## config.mk

```make
export PLATFORM = sky130hd
export DESIGN_NAME = fac_stats
export DESIGN_NICKNAME = d
export VERILOG_FILES = /design/src/fac_pkg.sv /design/src/fac_stats.sv
export SDC_FILE = /design/constraint.sdc
export NUM_CORES = 1
export LEC_CHECK = 0
export BUFFER_PORTS_ARGS = -buffer_cell sky130_fd_sc_hd__buf_4
export CORE_ASPECT_RATIO = 0.75
export CORE_UTILIZATION = 43
export DETAILED_ROUTE_END_ITERATION = 10
export GPL_ROUTABILITY_DRIVEN = 0
export PLACE_DENSITY = 0.65
export SLEW_MARGIN = 40
export SYNTH_ARGS = -nofsm -noshare
export SYNTH_HDL_FRONTEND = slang
export SYNTH_SLANG_ARGS = --single-unit
```

## constraint.sdc

```tcl
create_clock -name clk -period 4 [get_ports clk]
set_clock_uncertainty 0.1 [all_clocks]
set_input_delay 0.2 -clock clk [delete_from_list [all_inputs] [get_ports clk]]
set_output_delay 0.2 -clock clk [all_outputs]
set_load 0.01 [all_outputs]
```

## src/fac_pkg.sv

```systemverilog
// Shared types and constants for the fully associative FIFO cache tag block.
// Used by the RTL, the checker and the testbench; depends on nothing.
package fac_pkg;

  parameter int CACHE_WORDS = 256;
  parameter int ADDR_BITS   = 32;

  parameter int LSZ_W   = 3;
  parameter int WORD_W  = 1 << LSZ_W;
  parameter int CNT_W   = 32;
  parameter int NUM_CNT = 6;

  parameter int C_RH    = 0;
  parameter int C_RM    = 1;
  parameter int C_WH    = 2;
  parameter int C_WM    = 3;
  parameter int C_FETCH = 4;
  parameter int C_WBACK = 5;

  typedef struct packed {
    logic clear;
    logic access;
    logic hit;
    logic is_write;
    logic evict;
  } stat_upd_t;

  typedef logic [NUM_CNT-1:0][CNT_W-1:0] cnt_bank_t;

endpackage

```

## src/fac_stats.sv

```systemverilog
// Six saturating statistics counters of the cache tag block.
// Depends on fac_pkg for the update struct and counter positions.
module fac_stats (
  input  logic                         clk,
  input  logic                         rst,
  input  fac_pkg::stat_upd_t           upd,
  input  logic [fac_pkg::WORD_W-1:0]   words,
  output fac_pkg::cnt_bank_t           cnt
);

  fac_pkg::cnt_bank_t                       cnt_next;
  logic [fac_pkg::NUM_CNT-1:0][fac_pkg::WORD_W-1:0] inc;
  logic [fac_pkg::CNT_W:0]                  sum;

  always_comb begin
    inc = '0;
    if (upd.access) begin
      if (upd.hit) begin
        if (upd.is_write) begin
          inc[fac_pkg::C_WH] = fac_pkg::WORD_W'(1);
        end else begin
          inc[fac_pkg::C_RH] = fac_pkg::WORD_W'(1);
        end
      end else begin
        if (upd.is_write) begin
          inc[fac_pkg::C_WM] = fac_pkg::WORD_W'(1);
        end else begin
          inc[fac_pkg::C_RM] = fac_pkg::WORD_W'(1);
        end
        inc[fac_pkg::C_FETCH] = words;
        if (upd.evict) begin
          inc[fac_pkg::C_WBACK] = words;
        end
      end
    end
  end

  always_comb begin
    cnt_next = cnt;
    sum = '0;
    for (int k = 0; k < fac_pkg::NUM_CNT; k++) begin
      sum = {1'b0, cnt[k]} + (fac_pkg::CNT_W + 1)'(inc[k]);
      cnt_next[k] = sum[fac_pkg::CNT_W] ? '1 : sum[fac_pkg::CNT_W-1:0];
    end
  end

  always_ff @(posedge clk) begin
    if (rst || upd.clear) begin
      cnt <= '0;
    end else begin
      cnt <= cnt_next;
    end
  end

endmodule

```

==> results of run 1 <==
## Yosys cell counts, drive strengths merged (2+ instances only)
cell	number
nand2b	2
or4	3
nor4	18
a211oi	12
and2	12
nor3b	3
xnor2	61
inv	40
nor2	76
o21a	4
o211ai	2
a31oi	11
o21ai	13
nor3	34
ha	24
a311oi	4
nand2	69
xor2	69
o2111ai	4
fa	2
and4	11
a21o	6
or2	9
nor2b	6
dfxtp	192
a41o	2
o211a	7
buf	10
nand4	37
a21oi	163
and3	39
o221a	3
or3	3
mux2i	8
nand3	72
clkbuf	28
## logic make-up after synthesis
| group | after synthesis | synth area share (%) |
|---|---|---|
| and+or+nand+nor | 398 | 23.01 |
| AOI/OAI and AO/OA | 238 | 15.64 |
| muxes | 8 | 0.8553 |
| buffers and inverters | 78 | 3.648 |
| DFF | 192 | 41.05 |
| xor gates and xnor gates | 130 | 12.16 |
| adders and majority gates | 26 | 3.635 |
## final cells by class
class                           count  share of cell area (%)
Clock inverter                     12                   1.166
Timing Repair Buffer              218                   14.08
Clock buffer                       20                   3.869
Tap cell                          288                   3.053
Multi-Input combinational cell    800                   44.00
Sequential cell                   192                   32.56
Inverter                           40                   1.272
## per-stage QoR
stage          std cells  cell area, µm²  hold slack [ns]  util, %
6_report            1570           11800          0.02745    55.58
5_1_grt             1570           11800          0.02248    55.58
4_1_cts             1570           11800          0.01860    55.55
3_5_place_dp        1538           11200           0.3844    52.75
3_3_place_gp        1537           11180           0.3783    52.63
2_1_floorplan       1070            9363           0.3480        -
## cells in the final DEF, fill, tap and decap left out, types with 24 or more instances in the layout
cell,Yosys,final
a21oi_1,143,143
and3_1,38,38
buf_4,0,216
dfxtp_1,192,192
ha_1,24,24
inv_1,40,40
nand2_1,69,69
nand3_1,70,70
nand4_1,36,36
nor2_1,76,75
nor3_1,33,33
xnor2_1,61,61
xor2_1,69,69
## routing by layer
metal	vias up	wire length (µm)	track usage (%)
met4	0	328	5.934
met1	3900	12280	31.79
met5	-	0	0
met2	217	10340	31.12
met3	23	1590	5.278
li1	4223	-	-
## power by group
group	switching [µW]	total, µW	leakage (µW)	internal [µW]
Clock	826	1750	0.000291	923
Combinational	67.8	106	0.00276	38.3
Sequential	3.37	1920	0.00155	1910
Total	897	3770	0.00460	2880
## critical path: stages
cell     delay, ns
buf_4         0.11
nor2b_1       0.12
buf_4         0.18
and3_1        0.20
ha_1          0.21
fa_1          0.43
a211o_1       0.28
nor3b_1       0.14
buf_4         0.15
o21a_1        0.28
nand3_1       0.37
buf_4         0.31
nand3_1       0.10
o211a_1       0.13
## worst paths after layout
path / endpoint / cells past startpoint
min reg2reg: cnt[187] / 2
min: cnt[50] / 3
max reg2reg: cnt[155] / 8
max: cnt[174] / 14
==> flow_summary.toml, run 1 <==
[outcome]
outcome = "finished, final reports clean"

[sta]
rsz0062_at_grt = "no"
final.min_clock_period_ns = 3.003
fin_ws_ns = 0.9972
max_freq_mhz = 333.0
fin_tns_setup_ns = 0
finalHoldViolations = 0
final.period_utilization_pct = 75.07
slew_headroom_pct = 57.24
setup_viol = 0
tightest_slew_ns = 0.6407
slew_violations = 0

[power]
p_leak_uw = 0.004599
ir_drop_uv = 221.5
finalPower_uw = 3773
p_per_area_nw_per_um2 = 319.6

[floorplanning]
rows = 46
initial_core_util_pct = 44.09
die_x_um = 172.4
die_y_um = 129.8
core_um2 = 21240
num_io_pins = 207
die_area_um2 = 22370

[clock_network]
clock_path_buffers = 2
cts_tree = "yes"
cts.clk_slew.worst_paths_ns = 0.08
htree_levels = 4
postCtsSetupRepairBufs = 0
holdBufCountCts = 0
cts_buffers = 17
clk_latency_ns = 0.44
cts_resized = 0
cts_root_buf = "clkbuf_16"
cts.sinks = 192

[logic_synthesis]
syn_area_um2 = 9363
synth_top_area_cell = "dfxtp_1"
ys_top_cells_by_area = "dfxtp_1 41%, a21oi_1 7.6%, xor2_1 6.5%, xnor2_1 5.7%, nand3_1 3.7%"
syn_nets = 1111
yosysWarningCount = 0
synth_top_area_share_pct = 41.05
synth-edff-count = 0
synth-seq-area-share_pct = 41.05
ys_ff_latch = 192
ys.flop_type = "dfxtp_1"
synth_area_per_cell_um2 = 8.750
synth.distinct_cells = 60
netlist_instances = 1070
async_reset_ff_share_pct = 0

[drt]
wl_per_cell_um = 15.63
drc_errors = 0
drt_iter0_drc = 547
drtAntennaViolNets = 0
dr_total_vias = 8363
first_pass_iters = 5
vias_per_cell = 5.327
routed_wl_um = 24540

[min_path]
hp-start = "rst"
hp-class = "in -> reg"

[critical_path]
cp-start-kind = "input port"
cp.arrival_ns = 3.24
r2r_start = "cnt[128]"
worst_ep_required_time_ns = 4.23
path_class = "in -> reg"
crit_path_max_fanout = 18
startpoint = "upd[3]"
worst_setup_path_end_kind = "flop"
reg2reg_slack_ns = 1.02

[cells_and_area]
antennaDiodeCount = 0
fillers = 1966
area_growth_pct = 26.07
drive_above_1_share_pct = 23.32
largest_reg_flops = 192
top_regs = "cnt: 192 flops"
multi_input_area_um2 = 5194
fin_nets = 1310
register_area_um2 = 3844
max_flop_register = "cnt"

[run]
cap_violations = 0

[global_route]
grt_max_degree = 66
grt_util_all_layers_pct = 21.63
overflow = 0
grt_pass1_wl_um = 38720
grt_pass1_vias = 7458
antenna_found_initial = 0

[placed_design]
dp_slack_ns = 0.5908
dp_hpwl_um = 17620
io_buffers = 206
Note: power is estimated with default switching activity, not from simulation.
==> inputs of run 2 (changes only) <==
clock period = 2.95 ns   (was 4 ns; I/O delays follow)
==> run 2 against run 1 <==
  * Global-route usage grew 0.71 points
  * Register-to-register slack lost 0.63 ns
  * Final cell count grew 2.5%
  * Final area grew 2.3%
  * Combinational power grew 46%
  * Critical endpoint is now cnt[153]
  * Worst hold slack gained 0.068 ns
==> flow_summary.toml, run 2 (synthesis gave the netlist of run 1 again) <==
[outcome]
outcome = "finished, final reports clean"

[drt]
drt_iter0_drc = 520
drtAntennaViolNets = 0
routed_wl_um = 25280
first_pass_iters = 5
wl_per_cell_um = 15.71
dr_total_vias = 8628
drc_errors = 0
vias_per_cell = 5.362

[critical_path]
cp.arrival_ns = 2.78
worst_ep_required_time_ns = 3.17
path_class = "reg -> reg"
r2r_start = "cnt[128]"
worst_setup_path_end_kind = "flop"
cp-start-kind = "flop"
worst_r2r_path_depth = 8
reg2reg_slack_ns = 0.39
r2r-end = "cnt[153]"
crit_path_max_fanout = 5

[power]
p_comb_share_pct = 3.1
ir_drop_uv = 299.2
p_int_uw = 3765
pwr-share-clk_pct = 44.7
switching_share_pct = 24.39
switching_power_uw = 1214
p_leak_uw = 0.004768
seqPwrFrac_pct = 52.2
p_per_area_nw_per_um2 = 412.4

[sta]
final.min_clock_period_ns = 2.564
slew_headroom_pct = 46.72
rsz0062_at_grt = "no"
finalHoldViolations = 0
fin_tns_setup_ns = 0
slew_violations = 0
tightest_slew_ns = 0.7992
max_freq_mhz = 390.0
setup_viol = 0
final.period_utilization_pct = 86.92

[clock_network]
postCtsSetupRepairBufs = 0
cts.clk_slew.worst_paths_ns = 0.07
cts_root_buf = "clkbuf_16"
cts.sinks = 192
cts_tree = "yes"
cts_buffers = 17
clk_latency_ns = 0.44
htree_levels = 4
clock_path_buffers = 2

[min_path]
hp-class = "in -> reg"
min_path_cells = 4
hp-start = "words[0]"
min_to = "cnt[128]"

[global_route]
grt_util_all_layers_pct = 22.34
grt_pass1_wl_um = 40140
antenna_found_initial = 0
grt_pass1_vias = 7821
grt_max_degree = 60
overflow = 0

[cells_and_area]
stdcell_count = 1609
drive_above_1_share_pct = 25.08
max_flop_register = "cnt"
layout_common_cells = "249 x buf_4, 192 x dfxtp_1, 143 x a21oi_1"
fin_area_um2 = 12070
area_growth_pct = 28.95
fin_nets = 1348
largest_reg_flops = 192
final_common_cell = "buf_4"
top_regs = "cnt: 192 flops"

[floorplanning]
die_area_um2 = 22370
die_x_um = 172.4
num_io_pins = 207
rows = 46
initial_core_util_pct = 44.09
core_um2 = 21240
die_y_um = 129.8

[placed_design]
dpl.cell_count = 1573
placed_cell_area_um2 = 11490
io_buffers = 206
dp_hpwl_um = 18090

[run]
cap_violations = 0
-- run 2: cell count changes in the layout (fill, tap and decap cells not counted), sizes merged --
cell / change
clkbuf: -2
clkinvlp: +1
diode: +1
clkinv: +2
buf: +35
dlygate4sd3: +3
bufinv: -1
-- run 2: power by group through the flow --
| stage | registers (µW) | logic [µW] | clock network [µW] |
|---|---|---|---|
| global placement | 2660 | 148 | 0 |
| finish | 2600 | 155 | 2230 |
| CTS | 2600 | 154 | 2280 |
| floorplan | 2660 | 81.2 | 0 |
| detailed placement | 2660 | 149 | 0 |
| global route | 2600 | 168 | 2370 |
-- run 2: stage by stage --
stage | power, µW | hold WS, ns | util [%] | setup WS (ns)
floorplan | 2744 | 0.2955 | - | 0.02201
global placement | 2809 | 0.3749 | 54.08 | 0.1153
detailed placement | 2810 | 0.3855 | 54.11 | 0.02622
CTS | 5030 | 0.06771 | 56.83 | 0.3972
global route | 5135 | 0.08465 | 56.83 | 0.2091
finish | 4979 | 0.09513 | 56.85 | 0.3860
-- run 2: final cells by class --
| class | count | area, µm² |
|---|---|---|
| diodes | 1 | 2.502 |
| clock buffers | 18 | 429.2 |
| clock inverters | 14 | 120.1 |
| fillers | 1969 | 9165 |
| inverters | 40 | 150.1 |
| multi-input cells | 800 | 5187 |
| flip-flops and latches | 192 | 3844 |
| well taps | 288 | 360.3 |
| repair buffers | 256 | 1979 |
-- run 2: worst max-delay path by stage --
stage,from,depth (start not counted),endpoint,slack (ns)
floorplan,upd[3],11,cnt[153],0.02
global placement,upd[3],12,cnt[155],0.12
detailed placement,upd[3],12,cnt[153],0.03
CTS,cnt[128],8,cnt[153],0.40
global route,cnt[128],8,cnt[153],0.21
finish,cnt[128],8,cnt[153],0.39
-- run 2: timing repair --
action                    CTS  global route
hold buffers                3             0
hold endpoints to repair   15             0
resized for setup           0             0
-- run 2: per-layer routing --
metal	global-route usage [%]	wire length, µm	part of all wire [%]
met5	0	0	0
met4	5.570	200	0.79
met2	33.35	10870	43
met1	32.30	12650	50
met3	5.126	1559	6.2
-- run 2: critical path, stage by stage, from the launching register on --
cell and delay, ns:
dfxtp_1 0.35, ha_1 0.24, fa_1 0.40, a211oi_1 0.23
o21ai_0 0.18, o21ai_2 0.21, nor4_2 0.08, or2_2 0.35
o311a_1 0.31
